[config.mk]
export PLATFORM = sky130hd
export DESIGN_NAME = spk_front_flat
export DESIGN_NICKNAME = d
export VERILOG_FILES = /design/src/spk_pkg.sv /design/src/spk_in_if.sv /design/src/spk_front.sv /design/src/flat_wrapper.sv
export SDC_FILE = /design/constraint.sdc
export NUM_CORES = 1
export LEC_CHECK = 0
export BUFFER_PORTS_ARGS = -buffer_cell sky130_fd_sc_hd__buf_2
export CAP_MARGIN = 0
export CORE_AREA = 2 2 144 146
export DETAILED_ROUTE_END_ITERATION = 16
export DIE_AREA = 0 0 146 148
export PLACE_DENSITY = 0.84
export SKIP_CTS_REPAIR_TIMING = 1
export SYNTH_ARGS = -nofsm -noshare
export SYNTH_HDL_FRONTEND = slang
export SYNTH_SLANG_ARGS = --single-unit
[constraint.sdc]
create_clock -name i_clk -period 8.08 [get_ports i_clk]
set_input_delay 0.404 -clock i_clk [delete_from_list [all_inputs] [get_ports i_clk]]
set_output_delay 0.404 -clock i_clk [all_outputs]
set_load 0.05 [all_outputs]
[src/spk_pkg.sv]
// ----------------------------------------------------------------------------
// SPECK 128/256 CTR package
// Widths, register indexes and the config and request records shared by the unit.
// ----------------------------------------------------------------------------
package spk_pkg;

    localparam int WORD_W     = 64;
    localparam int ROUNDS     = 34;
    localparam int ROT_KEY    = 8;
    localparam int ROT_DATA   = 3;
    localparam int RND_W      = $clog2(ROUNDS);
    localparam int BLK_BYTES  = 16;
    localparam int WORD_BYTES = 8;
    localparam int CNT_W      = 5;
    localparam int CFG_IDX_W  = 3;
    localparam int QDEPTH     = 2;
    localparam int QPTR_W     = $clog2(QDEPTH);
    localparam int QCNT_W     = $clog2(QDEPTH + 1);

    typedef enum logic [CFG_IDX_W-1:0] {
        CFG_KEY0    = 3'd0,
        CFG_KEY1    = 3'd1,
        CFG_KEY2    = 3'd2,
        CFG_KEY3    = 3'd3,
        CFG_IV_LOW  = 3'd4,
        CFG_IV_HIGH = 3'd5
    } t_cfg_idx;

    typedef struct packed {
        logic [WORD_W-1:0] key0;
        logic [WORD_W-1:0] key1;
        logic [WORD_W-1:0] key2;
        logic [WORD_W-1:0] key3;
        logic [WORD_W-1:0] iv_low;
        logic [WORD_W-1:0] iv_high;
    } t_cfg;

    typedef struct packed {
        logic                 first_block;
        logic [WORD_W-1:0]    data_low;
        logic [WORD_W-1:0]    data_high;
        logic [BLK_BYTES-1:0] byte_en;
        logic [CNT_W-1:0]     byte_count;
        logic                 last_block;
    } t_req;

endpackage

[src/spk_in_if.sv]
// ----------------------------------------------------------------------------
// SPECK CTR request channel
// Valid/ready channel carrying one data block per request.
// ----------------------------------------------------------------------------
interface spk_in_if;
    import spk_pkg::*;

    logic              valid;
    logic              ready;
    logic              first_block;
    logic [WORD_W-1:0] data_low;
    logic [WORD_W-1:0] data_high;
    logic [CNT_W-1:0]  byte_count;
    logic              last_block;

    modport source (
        output valid, first_block, data_low, data_high, byte_count, last_block,
        input  ready
    );

    modport sink (
        input  valid, first_block, data_low, data_high, byte_count, last_block,
        output ready
    );
endinterface

[src/spk_front.sv]
// ----------------------------------------------------------------------------
// SPECK CTR front end
// Accepts requests, derives per-byte enables and queues them for the core.
// ----------------------------------------------------------------------------
module spk_front
    import spk_pkg::*;
(
    input  logic       i_clk,
    input  logic       i_rst_n,
    spk_in_if.sink     i_req,
    output logic       o_q_valid,
    input  logic       i_q_ready,
    output t_req       o_q_req
);

    t_req              r_q [QDEPTH];
    logic [QPTR_W-1:0] r_wr_ptr;
    logic [QPTR_W-1:0] r_rd_ptr;
    logic [QCNT_W-1:0] r_count;
    t_req              n_entry;
    logic              push;
    logic              pop;

    assign i_req.ready = (r_count != QCNT_W'(QDEPTH));
    assign push        = i_req.valid && i_req.ready;
    assign o_q_valid   = (r_count != '0);
    assign pop         = o_q_valid && i_q_ready;
    assign o_q_req     = r_q[r_rd_ptr];

    always_comb begin
        n_entry.first_block = i_req.first_block;
        n_entry.data_low    = i_req.data_low;
        n_entry.data_high   = i_req.data_high;
        n_entry.byte_count  = i_req.byte_count;
        n_entry.last_block  = i_req.last_block;
        for (int j = 0; j < BLK_BYTES; j++) begin
            n_entry.byte_en[j] = (CNT_W'(j) < i_req.byte_count);
        end
    end

    always_ff @(posedge i_clk) begin
        if (push) begin
            r_q[r_wr_ptr] <= n_entry;
        end
    end

    always_ff @(posedge i_clk) begin
        if (!i_rst_n) begin
            r_wr_ptr <= '0;
            r_rd_ptr <= '0;
            r_count  <= '0;
        end else begin
            if (push) begin
                r_wr_ptr <= r_wr_ptr + QPTR_W'(1);
            end
            if (pop) begin
                r_rd_ptr <= r_rd_ptr + QPTR_W'(1);
            end
            if (push && !pop) begin
                r_count <= r_count + QCNT_W'(1);
            end else if (pop && !push) begin
                r_count <= r_count - QCNT_W'(1);
            end
        end
    end

endmodule

[src/flat_wrapper.sv]
// flat-port wrapper written by rule: the top's interface ports become plain ports
module spk_front_flat import spk_pkg::*;
  (i_clk, i_rst_n, o_q_valid, i_q_ready, o_q_req, i_req_valid, i_req_first_block, i_req_data_low, i_req_data_high, i_req_byte_count, i_req_last_block, i_req_ready);
  spk_in_if i_req_i ();
  input  logic i_clk;
  input  logic i_rst_n;
  output logic o_q_valid;
  input  logic i_q_ready;
  output t_req o_q_req;
  input wire logic [$bits(i_req_i.valid)-1:0] i_req_valid;
  input wire logic [$bits(i_req_i.first_block)-1:0] i_req_first_block;
  input wire logic [$bits(i_req_i.data_low)-1:0] i_req_data_low;
  input wire logic [$bits(i_req_i.data_high)-1:0] i_req_data_high;
  input wire logic [$bits(i_req_i.byte_count)-1:0] i_req_byte_count;
  input wire logic [$bits(i_req_i.last_block)-1:0] i_req_last_block;
  output wire logic [$bits(i_req_i.ready)-1:0] i_req_ready;
  assign i_req_i.valid = i_req_valid;
  assign i_req_i.first_block = i_req_first_block;
  assign i_req_i.data_low = i_req_data_low;
  assign i_req_i.data_high = i_req_data_high;
  assign i_req_i.byte_count = i_req_byte_count;
  assign i_req_i.last_block = i_req_last_block;
  assign i_req_ready = i_req_i.ready;
  spk_front u_core (.i_clk(i_clk), .i_rst_n(i_rst_n), .i_req(i_req_i), .o_q_valid(o_q_valid), .i_q_ready(i_q_ready), .o_q_req(o_q_req));
endmodule
Yosys cells after proc, flatten, opt, wreduce, memory -nomap -nowiden

Memory sizes are Yosys's and may differ from the RTL's. A register that Yosys moved wholly into a read port is not among the register bits.
Cells that the tools add are included.

Bits in registers: 4
Memories kept: 1
Logic and storage cells: 39
Output and inout port bits: 153
Bits of input ports: 139
Bits in latches: 0
Memory bits (read-only): 0
Memory bits (writable): 302

Memory list:

| name       | words | width | rd ports | clocked after memory_dff | wr ports | RTL line        | source |
|---|---|---|---|---|---|---|---|
| u_core.r_q | 2     | 151   | 1        | 1                        | 1        | spk_front.sv:16 | `t_req r_q [QDEPTH];` |

Bitwise gates (word level): 0
Muxes and demuxes: 6
Div/mod/pow operators: 0
Equality and inequality tests: 1
Order comparisons: 16
Shift-type cells: 0
Reduce and logical (&&, ||, !) cells: 8
Multipliers: 0
Add/sub/neg operators: 4

Operator list:

| operator              | number |
|---|---|
| $lt A4 B5 Y1 const A  | 8 |
| $lt A3 B5 Y1 const A  | 4 |
| $lt A1 B5 Y1 const A  | 2 |
| $lt A2 B5 Y1 const A  | 2 |
| $logic_and A1 B1 Y1   | 4 |
| $mux W1               | 4 |
| $mux W2               | 2 |
| $reduce_bool A2 Y1    | 2 |
| $add A1 B1 Y1 const B | 2 |
| $add A2 B1 Y2 const B | 1 |
| $logic_not A1 Y1      | 2 |
| $ne A2 B2 Y1 const B  | 1 |
| $sub A2 B1 Y2 const B | 1 |

Depth between registers and ports, before layout

Gate-level depths: netlist of run 1.

Depth after elaboration: 6
Mapped depth: 6
Gate-level depth less buffers: 6

Worst setup path after synthesis of run 1

No wires, ideal clock.

Path type: register -> register
Start: register u_core.r_count[0]
End: memory u_core.r_q[1][0] (netlist bit) (enable)
Clock period less this slack: 5.023 ns
Path buffers: 0
Arrival time: 4.495 ns
Path slack: 3.057 ns
Library setup time: 0.528 ns
Stages on the path, launching flop included: 3
Cells stage by stage: dfxtp_1 nand2b_1 and3_1

Word-level cells in the longest chain between the ends: 4

Ends and longest elaborated chain:

| item                          | RTL line           | source |
|---|---|---|
| start: declaration            | spk_front.sv:19    | `logic [QCNT_W-1:0] r_count;` |
| start signal: assignment      | spk_front.sv:60    | `r_count <= r_count + QCNT_W'(1);` |
| start signal: assignment      | spk_front.sv:62    | `r_count <= r_count - QCNT_W'(1);` |
| $ne A2 B2 Y1                  | spk_front.sv:24    | `assign i_req.ready = (r_count != QCNT_W'(QDEPTH));` |
| net i_req_ready               | flat_wrapper.sv:16 | `output wire logic [$bits(i_req_i.ready)-1:0] i_req_ready;` |
| $logic_and A1 B1 Y1           | spk_front.sv:25    | `assign push = i_req.valid && i_req.ready;` |
| $mux W1                       | spk_front.sv:42    | `if (push) begin` |
| $mux W1 (implied by the code) | spk_front.sv:43    | `r_q[r_wr_ptr] <= n_entry;` |
| end: declaration              | spk_front.sv:16    |  |

The timed path passes the listed nets, and every way through them passes these cells.

==> results.tsv, run 1 <==
metric	value	unit
Post-Layout Cell Count	1115	
DRT Pass-1 Iters	5	
dpl hpwl	13600	microns
vias	5813	
# IOs	292	
initial drt markers	319	
area delta synth->final	22.7	%
Routed Antenna Nets	0	
Post-Syn Nets	659	
Crit path required time	7.68	ns
Leak Pwr	0.00510	uW
Die W	146	microns
Initial Util	56.1	%
Final nets	963	
H-tree depth	1	
power density cells	355	nW/um^2
Worst-path clk slew	0.06	ns
Final Cell Area	13800	sq um
minimum clock period	3.03	ns
RSZ-0062 raised after global routing	false	
worst IR drop on VDD	0.256	mV
deepest clock path buffer count	3	
initial antenna violation count	4	
post-placement cell count	1062	
setup TNS	0	ns
maxcap violations	0	
Synth cell types	33	
crit share post-route	37.5	%
total CTS buffers	29	
critical path endpoint	o_q_req[91]	
total track usage	18.7	%
PortBufs	291	
Slew Limit Fails	0	
critical path startpoint category	flop	
Power, Total	4890	uW
Die ar.	21600	sq um
core area	20000	sq um
Crit Reg-Reg Startpoint	u_core.r_count[0]	
Mapped Area	11200	sq um
Worst-Margin Slew	1.11	ns
Final GP Congestion	0.750	
post-synth top area share	80.2	%
Syn. warnings	0	
num rows	52	
Via-to-Cell Ratio	5.21	
Syn Area/Cell	21.6	sq um
status	complete, no violations	
skew final	0.00993	ns
CTS tree	done	
part of the Yosys area used for sequential elements	81.1	%
vias in the first global route	5854	
CP Data Arrival Time	2.63	ns
gate count of the mapped netlist	519	
Die H	148	microns
synthesized flop and latch total	305	
worst r2r dst	u_core.r_q[1][44]	
Worst setup EP type	primary output	
largest net degree at the start of global routing	84	
Post-DP Area	12900	sq um
worst-skew pair later-pin latency	0.53	ns
routed length per instance	19.0	microns
setup violators final	0	
Area contributors post-synth	edfxtp_1 80%, mux2_1 14%, mux2_2 1.4%	
Worst R2R Path Depth	3	
Slew HR	26.0	%
CTS sink count	305	
CP max FO	71	
Yosys top cell by area	edfxtp_1	
worst setup path category	flop to primary output	
total wire length	21100	microns
Filler Cell Count	1279	
Fin. Hold Viols	0	
first-pass GRT wire length	31300	microns
Worst Hold Class	input port to flop	
total grt overflow	0	
CTS root buffer	clkbuf_16	
Max Fclk	330	MHz
drt drc	0	
Reg2Reg Setup Slack	5.13	ns
hold_sp	i_req_data_low[3]	
layout cells sized above 1	42.3	%
## metal layers
layer	global-route usage, %	up-vias	part of all wire [%]
met2	32.6	253	52
li1	-	2665	-
met5	0	-	0.062
met3	4.66	39	7.9
met1	22.8	2854	38
met4	7.04	2	2.7
## Yosys cell counts
master and count:
a21bo_2 1, a21boi_1 2, a21o_1 4, a31o_2 1, a41o_1 1, and2_1 4, and3_1 1, buf_2 6
buf_4 12, buf_6 1, clkbuf_1 3, dfxtp_1 5, edfxtp_1 300, ha_1 1, inv_1 1, inv_2 1
mux2_1 136, mux2_2 14, nand2_1 4, nand2b_1 4, nand3_1 1, nand3b_1 1, nor2_8 1, o211ai_1 1
o21ai_0 3, o21ai_1 1, o31ai_1 1, or2_1 1, or2_2 1, or3_1 2, or3_4 1, xnor2_1 2
xor2_1 1
## per-stage QoR
| step | setup slack [ns] | hold slack [ns] | util, % |
|---|---|---|---|
| 2_1_floorplan | 3.06 | 0.479 | - |
| 3_3_place_gp | 5.19 | 0.495 | 64.5 |
| 3_5_place_dp | 5.13 | 0.518 | 64.5 |
| 4_1_cts | 5.04 | 0.0253 | 68.8 |
| 5_1_grt | 4.93 | 0.0355 | 68.8 |
| 6_report | 5.05 | 0.0584 | 68.8 |
## flip-flops by register name, indices dropped and copies added (netlist names), named ones only
register         flops
u_core.r_count       2
u_core.r_q         300
u_core.r_rd_ptr      1
u_core.r_wr_ptr      1
## final cells by class
cell class	count	area (sq um)	area share (%)
antenna	3	7.51	0.0545
sequential	305	9110	66.1
tap	270	338	2.45
inverter	2	12.5	0.0908
clock inverter	15	98.8	0.717
clock buffer	35	748	5.43
multi-input combinational	190	1980	14.4
timing repair buffer	295	1490	10.8
## worst min-delay path by stage
| stage | endpoint | slack (ns) | depth (start not counted) |
|---|---|---|---|
| 2_1_floorplan | u_core.r_count[1] | 0.48 | 2 |
| 3_3_place_gp | u_core.r_count[1] | 0.50 | 2 |
| 3_5_place_dp | u_core.r_count[1] | 0.52 | 2 |
| 4_1_cts | u_core.r_q[1][141] | 0.03 | 1 |
| 5_1_grt | u_core.r_q[0][139] | 0.04 | 1 |
| 6_report | u_core.r_q[0][89] | 0.06 | 1 |
## cell usage in the layout (no fill, tap or decap), types with 6 or more instances in the layout
master,n
mux2_1,136
mux2_2,14
clkinv_2,6
clkinv_1,6
buf_2,291
clkbuf_1,6
clkbuf_16,29
edfxtp_1,300
## logic make-up after synthesis
group	after synthesis	synth area share (%)
buffers and inverters	24	1.34
DFF	305	81.1
AOI/OAI and AO/OA	15	0.969
muxes	150	15.0
and+or+nand+nor	21	1.25
adders and majority gates	1	0.111
xor gates and xnor gates	3	0.234
## power by group
| group | internal, uW | switching [uW] | leakage, uW | total (uW) |
|---|---|---|---|---|
| combinational | 389 | 1250 | 0.00186 | 1640 |
| clock | 685 | 527 | 0.000416 | 1210 |
| sequential | 1980 | 60.1 | 0.00282 | 2040 |
| total | 3050 | 1840 | 0.00510 | 4890 |
## worst max-delay path: stages, from the launching register on
cell     delay, ns
dfxtp_4       0.57
buf_4         0.79
mux2_1        0.43
buf_2         0.23
Power figures use the tool's default switching activity.
==> run 2: changes to the inputs <==
Settings changed: CORE_AREA 2 2 144 146 to 2 2 149 151, DIE_AREA 0 0 146 148 to 0 0 151 153, PLACE_DENSITY 0.84 to 0.79.
Clock period 8.08 ns to 2.95 ns, I/O delays scaled along.
==> results.tsv, run 2 (synthesis results as in run 1) <==
metric	value	unit	change
status	complete, no violations		
PortBufs	291		unchanged
total track usage	18.1	%	-0.64 points
post-layout util	71.6	%	+2.8 points
worst-skew pair later-pin latency	0.54	ns	about the same
area delta synth->final	36.9	%	
vias	6433		+11%
total wire length	23900	microns	+13%
Largest register FFs	300		unchanged
CTS root buffer	clkbuf_16		
commonest non-fill, non-tap cell in the layout	edfxtp_1		
largest net degree at the start of global routing	68		-19%
drt drc	0		unchanged
deepest clock path buffer count	3		unchanged
Crit Reg-Reg Startpoint	u_core.r_count[1]		
Largest regs	u_core.r_q: 300 flops, u_core.r_count: 2 flops		
num rows	54		+3.8%
Worst R2R Path Depth	4		+1
initial antenna violation count	3		-1
Power, Total	14000	uW	+190%
Final Cell Area	15400	sq um	+12%
Worst Hold Class	input port to flop		
Slew HR	63.2	%	+37 points
routed length per instance	18.8	microns	-0.57%
Leak Pwr	0.00575	uW	+13%
critical path startpoint category	flop		
hold depth	4		+3
Filler Cell Count	1272		-0.55%
Routed Antenna Nets	0		unchanged
crit share post-route	81.6	%	
Worst-path clk slew	0.06	ns	about the same
Die ar.	23100	sq um	+6.9%
H-tree depth	1		unchanged
Reg with most FFs	u_core.r_q		
layout cells sized above 1	36.8	%	-5.5 points
Final nets	1104		+15%
vias in the first global route	6037		+3.1%
CP max FO	65		-8.5%
initial drt markers	345		+8.2%
Initial Util	52.3	%	-3.8 points
Post-DP Area	13000	sq um	+0.91%
worst r2r dst	u_core.r_q[0][98]		
total grt overflow	0		unchanged
first-pass GRT wire length	32200	microns	+3.0%
skew final	0.00879	ns	-0.00114 ns
Via-to-Cell Ratio	5.07		-2.8%
DRT Pass-1 Iters	5		unchanged
RSZ-0062 raised after global routing	false		
hold_sp	i_q_ready		
worst IR drop on VDD	0.662	mV	+160%
# IOs	292		unchanged
CTS sink count	305		unchanged
CP Data Arrival Time	2.26	ns	-0.37 ns
dpl hpwl	14200	microns	+4.7%
Worst-Margin Slew	0.551	ns	-0.558 ns
power density cells	910	nW/um^2	+160%
core area	21500	sq um	+7.2%
setup TNS	0	ns	unchanged
Crit path required time	2.80	ns	-4.88 ns
Slew Limit Fails	0		unchanged
maxcap violations	0		unchanged
Reg2Reg Setup Slack	1.06	ns	-4.07 ns
total CTS buffers	30		+3.4%
worst setup path category	flop to primary output		
Fin. Hold Viols	0		unchanged
Max Fclk	416	MHz	
Worst setup EP type	primary output		
most frequent cells in the layout	300 x edfxtp_1, 291 x buf_2, 137 x dlygate4sd3_1		
CTS tree	done		
setup violators final	0		unchanged
minimum clock period	2.41	ns	
Die W	151	microns	+3.4%
Die H	153	microns	+3.4%
Final GP Congestion	0.771		+2.9%
[run 2: metrics by stage]
stage | instances | worst slack (ns) | hold WS (ns)
after detailed placement | 1075 | 1.08 | 0.339
after CTS | 1130 | 0.539 | -0.225
after global placement | 1075 | 1.10 | 0.334
after floorplan | 519 | -0.408 | 0.246
final | 1270 | 0.544 | 0.111
after global routing | 1270 | 0.438 | 0.160
[run 2: per-layer routing]
metal / vias up / global-route usage [%] / share of wire, %
li1: 2951 / - / -
met1: 3161 / 20.7 / 36
met2: 256 / 31.5 / 53
met3: 65 / 5.31 / 7.2
met4: 0 / 7.43 / 3.4
met5: - / 0 / 0
[run 2: layout make-up]
| cell class | instances | area [sq um] | share of cell area [%] |
|---|---|---|---|
| diodes | 3 | 7.51 | 0.0488 |
| clock buffers | 44 | 855 | 5.55 |
| well taps | 280 | 350 | 2.28 |
| flip-flops and latches | 305 | 9110 | 59.2 |
| inverters | 2 | 11.3 | 0.0732 |
| multi-input cells | 190 | 1990 | 12.9 |
| clock inverters | 11 | 103 | 0.667 |
| repair buffers | 435 | 2960 | 19.2 |
[run 2: report_power, final]
group	internal, uW	total, uW	switching, uW
logic	1250	4740	3490
clock network	2170	3660	1500
registers	5400	5600	198
[run 2: worst max path at each step]
stage	start	end	slack, ns	cells after the start
after floorplan	u_core.r_count[0]	u_core.r_q[0][0]	-0.41	3
after global placement	flop	o_q_req[55]	1.10	3
after detailed placement	u_core.r_count[1]	u_core.r_q[0][30]	1.08	4
after CTS	flop	o_q_req[38]	0.54	3
after global routing	flop	o_q_req[38]	0.44	3
final	flop	o_q_req[97]	0.54	3
[run 2: worst max-delay path, cell delays in order (launching register included)]
cell     delay [ns]
dfxtp_4        0.66
buf_12         0.35
mux2_1         0.39
buf_2          0.22
==> run 3: changes to the inputs <==
Settings changed: CORE_AREA 2 2 149 151 to 2 2 158 160, DIE_AREA 0 0 151 153 to 0 0 160 162, PLACE_DENSITY 0.79 to 0.74.
Clock period 2.95 ns to 2.05 ns, I/O delays scaled along.
==> results.tsv, run 3 (synthesis results as in run 1) <==
metric	value	unit	change
status	complete, no violations		
Leak Pwr	0.00587	uW	+2.0%
CTS tree	done		
# IOs	292		unchanged
Worst-path clk slew	0.06	ns	about the same
setup TNS	0	ns	unchanged
Sw Ratio	37.0	%	-0.064 points
total CTS buffers	31		+3.3%
Comb pwr share	35.4	%	+1.6 points
Slew HR	65.7	%	+2.5 points
sequential cell area	9110	sq um	unchanged
dpl hpwl	13500	microns	-4.9%
Initial Util	46.6	%	-5.7 points
minimum clock period	1.99	ns	
CP Cell Sequence	buf_12 -> buf_4 -> buf_4 -> mux2_1 -> buf_2		
PortBufs	291		unchanged
Largest delay share family, worst path	buffers and inverters		
deepest clock path buffer count	3		unchanged
CTS sink count	305		unchanged
Worst Hold Class	input port to flop		
sequential power share	38.8	%	-1.2 points
Worst R2R Path Depth	4		unchanged
core area	24100	sq um	+12%
vias in the first global route	5966		-1.2%
H-tree depth	1		unchanged
multi-input logic area	1990	sq um	unchanged
Worst-Margin Slew	0.515	ns	-0.0361 ns
crit share post-route	96.9	%	
initial antenna violation count	1		-2
Crit Reg-Reg Startpoint	u_core.r_count[0]		
Min Hold Slack	0.0439	ns	-0.0672 ns
Reg2Reg Setup Slack	0.37	ns	-0.69 ns
CP max FO	10		-85%
worst setup path category	flop to primary output		
Largest register FFs	300		unchanged
P_int	12900	uW	+47%
Slowest cell on crit path	dfxtp_4		
drt drc	0		unchanged
first-pass GRT wire length	31600	microns	-1.9%
routed length per instance	18.2	microns	-3.4%
area delta synth->final	39.2	%	
num rows	57		+5.6%
Final nets	1122		+1.6%
hold_sp	i_q_ready		
CTS root buffer	clkbuf_16		
Filler Cell Count	1696		+33%
most frequent cells in the layout	300 x edfxtp_1, 291 x buf_2, 137 x dlygate4sd3_1		
worst r2r dst	u_core.r_q[0][129]		
largest net degree at the start of global routing	81		+19%
Die H	162	microns	+5.9%
critical path startpoint category	flop		
maxcap violations	0		unchanged
total grt overflow	0		unchanged
Power, Total	20500	uW	+47%
Slew Limit Fails	0		unchanged
CP Data Arrival Time	1.88	ns	-0.38 ns
layout cells sized above 1	37.9	%	+1.2 points
Final GP Congestion	0.783		+1.5%
initial drt markers	349		+1.2%
worst-skew pair later-pin latency	0.55	ns	about the same
total wire length	24200	microns	+1.1%
Largest regs	u_core.r_q: 300 flops, u_core.r_count: 2 flops		
Crit path largest cell delay	0.35	ns	-0.31 ns
Fin. Hold Viols	0		unchanged
DRT Pass-1 Iters	4		-1
Die ar.	25900	sq um	+12%
Net Switching	7590	uW	+46%
Via-to-Cell Ratio	4.84		-4.4%
Max Fclk	503	MHz	
commonest non-fill, non-tap cell in the layout	edfxtp_1		
RSZ-0062 raised after global routing	true		
post-layout util	64.9	%	-6.7 points
setup violators final	0		unchanged
Worst setup EP type	primary output		
hold depth	4		unchanged
Worst path most repeated cell	buf_4		
Reg with most FFs	u_core.r_q		
power density cells	1310	nW/um^2	+44%
clock network power share	25.9	%	-0.3 points
Die W	160	microns	+6.0%
Crit path required time	1.95	ns	-0.85 ns
worst IR drop on VDD	1.22	mV	+84%
total track usage	15.6	%	-2.5 points
Routed Antenna Nets	0		unchanged
vias	6435		+0.031%
worst path bufs/invs	4		+2
skew final	0.0245	ns	+0.0157 ns
-- run 3: cell count changes in the layout (fill, tap and decap cells not counted), sizes merged --
cell,change
buf,+15
diode,-2
inv,-1
clkinvlp,+1
clkbuf,-4
bufinv,+1
clkinv,+5
-- run 3: per-stage QoR --
step | std cells | cell area, sq um | worst slack, ns
after global routing | 1329 | 15600 | -0.0137
after floorplan | 519 | 11200 | -1.31
after detailed placement | 1124 | 13100 | 0.459
final | 1329 | 15600 | 0.0627
after global placement | 1124 | 13100 | 0.488
after CTS | 1179 | 14100 | -0.0807
-- run 3: layout make-up --
cell class	count	share of cell area [%]
antenna	1	0.0160
clock buffer	38	5.13
clock inverter	17	1.01
inverter	2	0.0720
multi-input combinational	190	12.7
sequential	305	58.3
tap	324	2.59
timing repair buffer	452	20.2
-- run 3: worst register-to-register path, delay by kind of cell, from the launching register on --
family | cells | cell delay (ns)
buf+inv | 2 | 0.47
simple gates | 2 | 0.31
flops | 1 | 0.38
-- run 3: per-layer routing --
layer  routed length, microns  track usage (%)  vias to the layer above
met5                        0                0                        -
met4                      709             6.27                        0
met3                     1430             4.32                       48
met2                    12600             26.8                      230
met1                     9500             18.8                     3172
li1                         -                -                     2985
-- run 3: worst max path at each step --
stage | end | cells past startpoint | slack (ns)
after floorplan | u_core.r_q[0][0] | 3 | -1.31
after global placement | u_core.r_q[0][109] | 4 | 0.49
after detailed placement | u_core.r_q[0][49] | 4 | 0.46
after CTS | o_q_req[102] | 3 | -0.08
after global routing | o_q_req[4] | 5 | -0.01
final | o_q_req[1] | 5 | 0.06
-- run 3: power groups by stage --
stage,logic [uW],clock network (uW),registers [uW]
after floorplan,5200,0,8080
final,7260,5310,7960
after CTS,6760,5400,8000
after global routing,7580,5640,8030
after detailed placement,6720,0,8120
after global placement,6700,0,8080
